File: config.mk
export PLATFORM = sky130hd
export DESIGN_NAME = peak_interval_rate_estimator
export DESIGN_NICKNAME = d
export VERILOG_FILES = /design/src/hdl/pire_pkg.sv /design/src/hdl/pire_ram.sv /design/src/hdl/pire_rate_unit.sv /design/src/hdl/peak_interval_rate_estimator.sv
export SDC_FILE = /design/constraint.sdc
export NUM_CORES = 1
export LEC_CHECK = 0
export BUFFER_PORTS_ARGS = -buffer_cell sky130_fd_sc_hd__buf_2
export CAP_MARGIN = 10
export CORE_MARGIN = 2
export CORE_UTILIZATION = 40
export DETAILED_ROUTE_END_ITERATION = 8
export PLACE_DENSITY_LB_ADDON = 0.15
export SETUP_SLACK_MARGIN = 0.5
export SLEW_MARGIN = 20
export SYNTH_ARGS = -nofsm -noshare
export SYNTH_HDL_FRONTEND = slang
export SYNTH_HIERARCHICAL = 1
export SYNTH_SLANG_ARGS = --single-unit
export TNS_END_PERCENT = 100
File: constraint.sdc
create_clock -name clk -period 4.8 [get_ports clk]
set_input_delay 0.96 -clock clk [delete_from_list [all_inputs] [get_ports clk]]
set_output_delay 0.96 -clock clk [all_outputs]
set_load 0.02 [all_outputs]
File: src/hdl/pire_pkg.sv
`timescale 1ns / 1ps
// ----------------------------------------------------------------------------
// pire_pkg
// Shared types, constants and the rate table for the peak interval rate
// estimator.
// ----------------------------------------------------------------------------
package pire_pkg;

    localparam int SAMPLE_W  = 10;
    localparam int SPAN_W    = 14;
    localparam int RATE_W    = 6;
    localparam int SPACING_W = 8;

    localparam int DEPTH_DEFAULT = 64;
    localparam int DEPTH_MAX     = 64;
    localparam int GAP_W         = $clog2(DEPTH_MAX);

    localparam logic [SPACING_W-1:0] SPACING_RESET = 8'd20;
    localparam logic [RATE_W-1:0]    RATE_SAT      = 6'd63;

    localparam logic CMD_PUSH = 1'b0;
    localparam logic CMD_EVAL = 1'b1;

    typedef struct packed {
        logic                command;
        logic [SAMPLE_W-1:0] sample;
    } cmd_t;

    typedef struct packed {
        logic [SPAN_W-1:0] span;
        logic [RATE_W-1:0] rate;
        logic              last_result;
    } result_t;

    // one match handed from the scan logic to the rate unit
    typedef struct packed {
        logic             vld;
        logic [GAP_W-1:0] gap;
        logic             last;
    } rate_req_t;

    // 60 / span, truncated; zero span saturates
    function automatic logic [RATE_W-1:0] rate_of(input logic [SPAN_W-1:0] s);
        logic [RATE_W-1:0] r;
        case (s) inside
            14'd0:            r = RATE_SAT;
            14'd1:            r = 6'd60;
            14'd2:            r = 6'd30;
            14'd3:            r = 6'd20;
            14'd4:            r = 6'd15;
            14'd5:            r = 6'd12;
            14'd6:            r = 6'd10;
            14'd7:            r = 6'd8;
            14'd8:            r = 6'd7;
            [14'd9:14'd10]:   r = 6'd6;
            [14'd11:14'd12]:  r = 6'd5;
            [14'd13:14'd15]:  r = 6'd4;
            [14'd16:14'd20]:  r = 6'd3;
            [14'd21:14'd30]:  r = 6'd2;
            [14'd31:14'd60]:  r = 6'd1;
            default:          r = 6'd0;
        endcase
        return r;
    endfunction

endpackage

File: src/hdl/pire_ram.sv
`timescale 1ns / 1ps
// ----------------------------------------------------------------------------
// pire_ram
// Generic single-write, single-read synchronous RAM, registered read data.
// ----------------------------------------------------------------------------
module pire_ram #(
    parameter int WIDTH = 8,
    parameter int DEPTH = 64
) (
    input  logic                     clk,
    input  logic                     we,
    input  logic [$clog2(DEPTH)-1:0] waddr,
    input  logic [WIDTH-1:0]         wdata,
    input  logic                     re,
    input  logic [$clog2(DEPTH)-1:0] raddr,
    output logic [WIDTH-1:0]         rdata
);

    logic [WIDTH-1:0] mem [DEPTH];

    always_ff @(posedge clk)
    begin
        if (we)
        begin
            mem[waddr] <= wdata;
        end
        if (re)
        begin
            rdata <= mem[raddr];
        end
    end

endmodule

File: src/hdl/pire_rate_unit.sv
`timescale 1ns / 1ps
// ----------------------------------------------------------------------------
// pire_rate_unit
// Two-stage result path: span multiply, then rate lookup into the result
// register.
// ----------------------------------------------------------------------------
module pire_rate_unit (
    input  logic                          clk,
    input  logic                          rst_n,
    input  pire_pkg::rate_req_t           req,
    input  logic [pire_pkg::SPACING_W-1:0] spacing,
    output pire_pkg::result_t             result,
    output logic                          result_valid
);

    logic                        s1_vld_reg;
    logic                        s1_last_reg;
    logic [pire_pkg::SPAN_W-1:0] s1_span_reg;
    logic                        out_vld_reg;
    pire_pkg::result_t           out_reg;

    always_ff @(posedge clk or negedge rst_n)
    begin
        if (!rst_n)
        begin
            s1_vld_reg  <= 1'b0;
            out_vld_reg <= 1'b0;
        end
        else
        begin
            s1_vld_reg  <= req.vld;
            out_vld_reg <= s1_vld_reg;
        end
    end

    always_ff @(posedge clk)
    begin
        s1_last_reg <= req.last;
        s1_span_reg <= pire_pkg::SPAN_W'(req.gap) * pire_pkg::SPAN_W'(spacing);
        out_reg.span        <= s1_span_reg;
        out_reg.rate        <= pire_pkg::rate_of(s1_span_reg);
        out_reg.last_result <= s1_last_reg;
    end

    assign result       = out_reg;
    assign result_valid = out_vld_reg;

endmodule

File: src/hdl/peak_interval_rate_estimator.sv
`timescale 1ns / 1ps
// ----------------------------------------------------------------------------
// peak_interval_rate_estimator
// Sample ring with peak search and per-peak interval rate results.
// ----------------------------------------------------------------------------
// A push word (command 0) writes one sample at the write position; busy
// stays low. An evaluate word (command 1) raises busy while the ring is
// read through the one read port of the sample RAM, one entry per cycle:
// a full pass of DEPTH reads finds the peak, the slot of its first
// occurrence and how often it occurs, then, if the peak occurs more than
// once, a second pass reads from the slot after the first peak up to the
// last peak slot. With a single peak busy drops after the first pass.
// Each result appears on result for one cycle with result_valid high,
// after its slot's read data has passed the span multiply and rate lookup
// registers of the rate unit, and the results of a run may still be
// leaving after busy falls. The receiver cannot stall the results, so it
// must take every strobed word. sample_spacing is written on the cfg
// channel (always ready) and must only change while the block is idle and
// all results have left. After reset the ring reads as all zero.
// ----------------------------------------------------------------------------
module peak_interval_rate_estimator #(
    parameter int DEPTH = pire_pkg::DEPTH_DEFAULT
) (
    input  logic                           clk,
    input  logic                           rst_n,
    input  logic                           start,
    output logic                           busy,
    input  pire_pkg::cmd_t                 cmd,
    output pire_pkg::result_t              result,
    output logic                           result_valid,
    input  logic                           cfg_valid,
    output logic                           cfg_ready,
    input  logic [pire_pkg::SPACING_W-1:0] cfg_data
);

    localparam int AW = $clog2(DEPTH);
    localparam int CW = $clog2(DEPTH + 1);
    localparam logic [AW-1:0] LAST_SLOT = AW'(DEPTH - 1);

    localparam logic [1:0] ST_IDLE = 2'd0;
    localparam logic [1:0] ST_SCAN = 2'd1;
    localparam logic [1:0] ST_EMIT = 2'd2;

    // control
    logic [1:0]    state_reg, state_next;
    logic [AW-1:0] iss_reg, iss_next;       // next slot to read
    logic          iss_on_reg, iss_on_next; // reads still to issue
    logic          pend_reg, pend_next;     // read data arrives this cycle
    logic [AW-1:0] rd_idx_reg, rd_idx_next; // slot of arriving data
    logic [AW-1:0] wpos_reg, wpos_next;
    logic [DEPTH-1:0] vbits_reg, vbits_next; // slot written since reset
    logic          vbit_rd_reg, vbit_rd_next;
    logic [pire_pkg::SPACING_W-1:0] spacing_reg;

    // scan results
    logic [pire_pkg::SAMPLE_W-1:0] peak_reg, peak_next;
    logic [AW-1:0] first_reg, first_next;
    logic [CW-1:0] total_reg, total_next;
    logic [CW-1:0] emitted_reg, emitted_next;

    // RAM
    logic                          ram_we;
    logic                          ram_re;
    logic [pire_pkg::SAMPLE_W-1:0] ram_rdata;
    logic [pire_pkg::SAMPLE_W-1:0] rd_val;

    pire_pkg::rate_req_t req;
    logic                accept;
    logic                is_last;

    assign accept    = start && !busy;
    assign busy      = (state_reg != ST_IDLE);
    assign cfg_ready = 1'b1;
    assign ram_we    = accept && (cmd.command == pire_pkg::CMD_PUSH);
    assign ram_re    = iss_on_reg;
    // never-written slots read as zero
    assign rd_val    = vbit_rd_reg ? ram_rdata : '0;
    assign is_last   = (emitted_reg + CW'(2)) == total_reg;

    pire_ram #(
        .WIDTH (pire_pkg::SAMPLE_W),
        .DEPTH (DEPTH)
    ) u_store (
        .clk   (clk),
        .we    (ram_we),
        .waddr (wpos_reg),
        .wdata (cmd.sample),
        .re    (ram_re),
        .raddr (iss_reg),
        .rdata (ram_rdata)
    );

    always_comb
    begin
        state_next   = state_reg;
        iss_next     = iss_reg;
        iss_on_next  = iss_on_reg;
        pend_next    = 1'b0;
        rd_idx_next  = rd_idx_reg;
        wpos_next    = wpos_reg;
        vbits_next   = vbits_reg;
        vbit_rd_next = vbit_rd_reg;
        peak_next    = peak_reg;
        first_next   = first_reg;
        total_next   = total_reg;
        emitted_next = emitted_reg;
        req.vld      = 1'b0;
        req.gap      = pire_pkg::GAP_W'(rd_idx_reg - first_reg);
        req.last     = is_last;

        // read issue, shared by both passes
        if (iss_on_reg)
        begin
            pend_next    = 1'b1;
            rd_idx_next  = iss_reg;
            vbit_rd_next = vbits_reg[iss_reg];
            if (iss_reg == LAST_SLOT)
            begin
                iss_on_next = 1'b0;
            end
            else
            begin
                iss_next = iss_reg + AW'(1);
            end
        end

        case (state_reg)
            ST_IDLE:
            begin
                if (accept)
                begin
                    if (cmd.command == pire_pkg::CMD_PUSH)
                    begin
                        vbits_next[wpos_reg] = 1'b1;
                        wpos_next = (wpos_reg == LAST_SLOT) ? '0 : wpos_reg + AW'(1);
                    end
                    else
                    begin
                        state_next  = ST_SCAN;
                        iss_next    = '0;
                        iss_on_next = 1'b1;
                        peak_next   = '0;
                        first_next  = '0;
                        total_next  = '0;
                    end
                end
            end
            ST_SCAN:
            begin
                if (pend_reg)
                begin
                    if (rd_val > peak_reg)
                    begin
                        peak_next  = rd_val;
                        first_next = rd_idx_reg;
                        total_next = CW'(1);
                    end
                    else if (rd_val == peak_reg)
                    begin
                        if (total_reg == '0)
                        begin
                            first_next = rd_idx_reg;
                        end
                        total_next = total_reg + CW'(1);
                    end
                    if (rd_idx_reg == LAST_SLOT)
                    begin
                        if (total_next < CW'(2))
                        begin
                            state_next = ST_IDLE;
                        end
                        else
                        begin
                            state_next   = ST_EMIT;
                            iss_next     = first_next + AW'(1);
                            iss_on_next  = 1'b1;
                            emitted_next = '0;
                        end
                    end
                end
            end
            ST_EMIT:
            begin
                if (pend_reg && (rd_val == peak_reg))
                begin
                    req.vld      = 1'b1;
                    emitted_next = emitted_reg + CW'(1);
                    if (is_last)
                    begin
                        state_next  = ST_IDLE;
                        iss_on_next = 1'b0;
                        pend_next   = 1'b0;
                    end
                end
            end
            default:
            begin
                state_next  = ST_IDLE;
                iss_on_next = 1'b0;
                pend_next   = 1'b0;
            end
        endcase
    end

    always_ff @(posedge clk or negedge rst_n)
    begin
        if (!rst_n)
        begin
            state_reg   <= ST_IDLE;
            iss_reg     <= '0;
            iss_on_reg  <= 1'b0;
            pend_reg    <= 1'b0;
            rd_idx_reg  <= '0;
            wpos_reg    <= '0;
            vbits_reg   <= '0;
            vbit_rd_reg <= 1'b0;
            spacing_reg <= pire_pkg::SPACING_RESET;
            total_reg   <= '0;
            emitted_reg <= '0;
        end
        else
        begin
            state_reg   <= state_next;
            iss_reg     <= iss_next;
            iss_on_reg  <= iss_on_next;
            pend_reg    <= pend_next;
            rd_idx_reg  <= rd_idx_next;
            wpos_reg    <= wpos_next;
            vbits_reg   <= vbits_next;
            vbit_rd_reg <= vbit_rd_next;
            total_reg   <= total_next;
            emitted_reg <= emitted_next;
            if (cfg_valid && cfg_ready)
            begin
                spacing_reg <= cfg_data;
            end
        end
    end

    always_ff @(posedge clk)
    begin
        peak_reg  <= peak_next;
        first_reg <= first_next;
    end

    pire_rate_unit u_rate (
        .clk          (clk),
        .rst_n        (rst_n),
        .req          (req),
        .spacing      (spacing_reg),
        .result       (result),
        .result_valid (result_valid)
    );

`ifndef ASSERT_OFF
    a_push_one_cycle: assert property (@(posedge clk) disable iff (!rst_n)
        (accept && cmd.command == pire_pkg::CMD_PUSH) |=> !busy)
        else $error("push left the block busy");

    a_eval_busy: assert property (@(posedge clk) disable iff (!rst_n)
        (accept && cmd.command == pire_pkg::CMD_EVAL) |=> busy)
        else $error("evaluate did not raise busy");

    a_emit_count: assert property (@(posedge clk) disable iff (!rst_n)
        (state_reg == ST_EMIT) |-> (emitted_reg + CW'(1) < total_reg))
        else $error("more results than peak repeats");

    a_zero_span_sat: assert property (@(posedge clk) disable iff (!rst_n)
        result_valid |-> ((result.span == '0) == (result.rate == pire_pkg::RATE_SAT)))
        else $error("rate saturation does not match zero span");

    a_no_write_in_scan: assert property (@(posedge clk) disable iff (!rst_n)
        ram_we |-> (state_reg == ST_IDLE && !iss_on_reg))
        else $error("store written during a scan");
`endif

endmodule

* Yosys cells after proc, flatten, opt, wreduce, memory -nomap -nowiden
Memories as Yosys holds them, arrays and structs flattened. A register that Yosys moved wholly into a read port is not among the register bits.
Index checks and enable logic that the tools add are counted.
** Word-level totals
- Input bits :: 23
- Memories kept :: 1
- Flip-flop bits (word level) :: 163
- Logic and storage cells :: 183
- Memory bits (writable) :: 640
** Operators by class
- Bitwise gates (word level) :: 2
- Eq/ne operators :: 23
- $lt $le $gt $ge :: 17
- Add/sub/neg operators :: 7
- Reduce and logical (&&, ||, !) cells :: 27
- Multipliers :: 1
- Multiplexer cells :: 81
** Memories
- u_store.mem :: words 64, width 10, rd ports 1, clocked after Yosys merged registers in 1, write ports 1, RTL line pire_ram.sv:19 : logic [WIDTH-1:0] mem [DEPTH];
** Operators by type and width (count)
- $mux 6 :: 28
- $mux 7 :: 11
- $or 64x64->64 :: 1
- $eq 14x3->1 const B :: 4
- $mux 10 :: 5
- $ge 14x4->1 const B :: 3
- $ge 14x5->1 const B :: 3
- $le 14x4->1 const B :: 3
- $eq 14x2->1 const B :: 2
- $le 14x5->1 const B :: 2
- $pmux 7 s2 :: 2
- $pmux 6 s2 :: 2
- $pmux 10 s2 :: 1
- $mux 1 :: 19
- $add 6x1->6 const B :: 3
- $eq 6x6->1 const B :: 3
- $mux 2 :: 8
- $ne 2x2->1 const B :: 8
- $add 7x1->7 const B :: 2
- $eq 14x1->1 const B :: 1
- $eq 14x4->1 const B :: 1
- $le 14x6->1 const B :: 1
- $logic_not 14->1 :: 1
- $lt 6x7->1 const B :: 2
- 29 further kinds :: 42

* Longest topological paths before layout
- Depth in word-level cells :: 16
- Depth in mapped cells :: 20
- Mapped depth without buffers :: 20

* Modules after synthesis
Netlist, hierarchy kept.
** Modules (own cells, without submodules)
- pire_ram :: area an instance 25201.7 um2, cells each 1118, seq. area each 19518.7 um2, times used 1
- peak_interval_rate_estimator :: area an instance 6672.6 um2, cells each 610, seq. area each 3210.6 um2, times used 1
- pire_rate_unit :: area an instance 2356.0 um2, cells each 240, seq. area each 770.7 um2, times used 1

* Least setup slack after synthesis
Ideal clock, no wire load.
- Kind :: register to register
- From :: register first_reg[1]
- To :: register u_rate/s1_span_reg[12] (netlist name)
- Arrival :: 4.585 ns
- Cell stages (with the launch flop) :: 20
- Library setup time :: 0.120 ns
- Setup slack :: 0.095 ns
- Cell sequence :: edfxtp_1 > inv_1 > ha_1 > nor2b_1 > o21ai_0 > nand2b_1 > a21o_1 > a21oi_1 > xnor2_1 > nand2_1 > fa_1 > fa_1 > fa_1 > inv_1 > ha_1 > a21o_1 > a21o_1 > a211oi_2 > nor3b_1 > a211o_1
** RTL lines
- start: declaration :: RTL line peak_interval_rate_estimator.sv:57 : logic [AW-1:0] first_reg, first_next;
- start signal: assignment :: RTL line peak_interval_rate_estimator.sv:243 : first_reg <= first_next;
- end signal: assignment :: RTL line pire_rate_unit.sv:39 : s1_span_reg <= pire_pkg::SPAN_W'(req.gap) * pire_pkg::SPAN_W'(spacing);
- end: declaration :: RTL line pire_rate_unit.sv:18 : logic [pire_pkg::SPAN_W-1:0] s1_span_reg;

==> run_results.csv <==
group,metric,value,unit
run_status,status,"finished, final reports clean",
setup_path,critPathMaxFanout,7,
place,dpl.hpwl,51200,µm
yosys,synth_warnings,6,
die,rows,107,
clocking,cts_buffers,87,
timing,setup_viol,0,
grt,grt_pass1_vias,19000,
cells_and_area,final_cell_mix,"edfxtp_1, mux4_2, buf_4",
die,die_area,87900,µm²
timing,hold_violations,0,
cells_and_area,area_growth,15.3,%
die,core_area,85000,µm²
timing,rsz0062_at_grt,"yes",
yosys,synthFlopType,"edfxtp_1",
yosys,synth_simple_gate_area_share,5.70,%
setup_path,critPathTopFamily,"adder cells",
grt,grtUsageTotal,18.9,%
clocking,path_clk_slew,0.06,ns
grt,overflow,0,
timing,skew,0.0243,ns
yosys,ys_types,88,
yosys,synthArstFlopShare,13.7,%
timing,finalSetupTns,0,ns
die,initial_core_util,40.3,%
detailed_routing,drtAntennaViolNets,0,
yosys,synthAdderAreaFrac,3.13,%
setup_path,cpPeakStageDelay,0.52,ns
place,gp_congestion,0.815,
yosys,synth-seq-area-share,68.7,%
setup_path,path_buf_inv,2,
clocking,clk_latency,0.64,ns
yosys,synth_seq_cells,813,
detailed_routing,first_iter_violations,1479,
clocking,clockBufferDepth,3,
die,die_y,297,µm
cells_and_area,finalNetCount,2227,
timing,fin_crit_sh,93.8,%
setup_path,worstPathArrival,5.01,ns
place,io_buffers,45,
cells_and_area,drive_above_1_share,25.7,%
detailed_routing,wl_per_cell,24.3,µm
setup_path,crit_chain,"inv_2, ha_4, nor2b_4, o21ai_1, nand2b_1, a21o_1, a21oi_4, xnor2_4, nand2_2, fa_1, fa_1, fa_1, inv_2, ha_4, a21o_1, a21o_1, a211oi_4, nor3b_1, a211o_1",
setup_path,endpoint_kind,"flip-flop",
setup_path,crit_path_start_kind,"flip-flop",
setup_path,required,5.31,ns
yosys,avgSynthCellArea,17.4,µm²
detailed_routing,detail_route.first_pass.iterations,5,
cells_and_area,largest_reg_flops,640,
die,fp.dieW,297,µm
yosys,synthCells,1968,
yosys,synthMuxAreaShare,14.1,%
timing,fmax,0.222,GHz
yosys,syn_area,34200,µm²
timing,min_period,4.50,ns
cells_and_area,final_common_cell,"edfxtp_1",
detailed_routing,drt_wl_total,81100,µm
detailed_routing,via_per_inst,5.43,
run,maxCapViolCount,0,
die,pin_count,47,
clocking,cts_root_buf,"clkbuf_16",
power,power_density,780,nW/µm²
grt,antenna_found_initial,1,
yosys,synth_top_family_by_area,"multiplexers",
detailed_routing,drc,0,
worst_hold_path,hold_path_class,"flip-flop to flip-flop",
yosys,synth_enable_flop_cells,666,
power,p_leak,14.1,nW
cells_and_area,post-route-util,46.4,%
yosys,synth_xor_area_share,1.07,%
timing,fin_hold_ws,0.328,ns
setup_path,cpMaxStageDelayCell,"fa_1",
clocking,cts.sinks,813,
yosys,synth_fp_nets,2061,
detailed_routing,vias,18200,
clocking,cts-htree-levels,3,
grt,grt_max_degree,65,
timing,worstMarginPinSlew,0.965,ns
setup_path,critPathKind,"flip-flop to flip-flop",
clocking,cts_tree,"yes",
clocking,cts_hold_buf,0,
power,irDropWorstVdd,2.11,mV
grt,grt_pass1_wl,122000,µm
timing,slew_headroom,35.7,%
timing,timing.final.max_slew_violations,0,
yosys,synth_compound_area_share,5.27,%
-- report_power, final --
group          switching [mW]  leakage, nW  internal [mW]
clock                    2.74         1.35           3.81
sequential              0.650         7.79           8.17
combinational            7.83         4.96           7.60
total                    11.2         14.1           19.6
-- routing by layer --
metal | vias up | part of all wire [%] | track usage [%]
li1 | 8048 | - | -
met3 | 133 | 4.6 | 2.56
met2 | 441 | 49 | 31.4
met1 | 9536 | 44 | 25.8
met5 | - | 0 | 0
met4 | 0 | 2.8 | 5.88
-- synthesized netlist by cell type, types with 23 or more instances --
cell / number / area share [%]
nor2_1: 117 / 1.3
dfrtp_1: 109 / 8.0
o21bai_1: 33 / 0.72
o21ai_0: 28 / 0.41
o22ai_1: 24 / 0.44
clkbuf_1: 45 / 0.49
ha_1: 44 / 1.6
xnor2_1: 25 / 0.64
mux2i_1: 71 / 2.1
a21o_1: 36 / 0.79
and2_1: 49 / 0.90
nand3_1: 23 / 0.34
edfxtp_1: 666 / 58
nand2_1: 84 / 0.92
mux4_2: 169 / 11
dfxtp_1: 36 / 2.1
inv_1: 61 / 0.67
a21oi_1: 27 / 0.39
fa_1: 26 / 1.5
buf_2: 24 / 0.35
-- final cells by class --
cell class | count | area, µm²
Fill cell | 7258 | 45500
Timing Repair Buffer | 170 | 1210
Sequential cell | 813 | 23500
Multi-Input combinational cell | 1001 | 10300
Antenna cell | 2 | 5.00
Tap cell | 1144 | 1430
Clock inverter | 42 | 449
Inverter | 61 | 229
Clock buffer | 108 | 2320
-- cells by family (layout without fill, tap and decap cells) --
kind of cell               count (synthesis)  count (layout)
muxes                                    266             266
DFF                                      813             813
adders and majority gates                 70              70
buffers and inverters                    154             381
AOI/OAI and AO/OA                        242             242
and+or+nand+nor                          380             380
xor gates and xnor gates                  42              42
other                                      1               3
-- metrics by stage --
step / area, µm² / setup slack, ns / power, mW / instances
final: 39500 / 0.296 / 30.8 / 3341
after global routing: 39500 / 0.0474 / 32.9 / 3339
after CTS: 39300 / 0.254 / 29.8 / 3332
after detailed placement: 36400 / 0.140 / 21.7 / 3175
after global placement: 36400 / 0.238 / 21.4 / 3175
after floorplan: 34300 / 0.482 / 18.5 / 1968
-- final timing paths --
path	slack [ns]	startpoint	cells past startpoint	endpoint
worst max-delay path	0.30	first_reg[1]$_SDFFCE_PN0P_	19	u_rate/s1_span_reg[12]$_DFF_P_
worst min-delay path	0.33	u_rate/s1_last_reg$_DFF_P_	0	u_rate/result[0]$_DFF_P_
worst max register to register	0.30	first_reg[1]$_SDFFCE_PN0P_	19	u_rate/s1_span_reg[12]$_DFF_P_
worst min register to register	0.33	u_rate/s1_last_reg$_DFF_P_	0	u_rate/result[0]$_DFF_P_
max in group asynchronous	3.45	rst_n	2	spacing_reg[2]$_DFFE_PN1P_
min in group asynchronous	0.39	rst_n	1	vbits_reg[21]$_DFFE_PN0P_
-- timing repair --
action / in CTS / in global routing
hold endpoints to repair: 0 / 0
buffers inserted: 7 / 7
resized for setup: 11 / 22
endpoints found under the setup margin: 6 / 8
pin swaps: 11 / 10
Power figures use the tool's default switching activity.
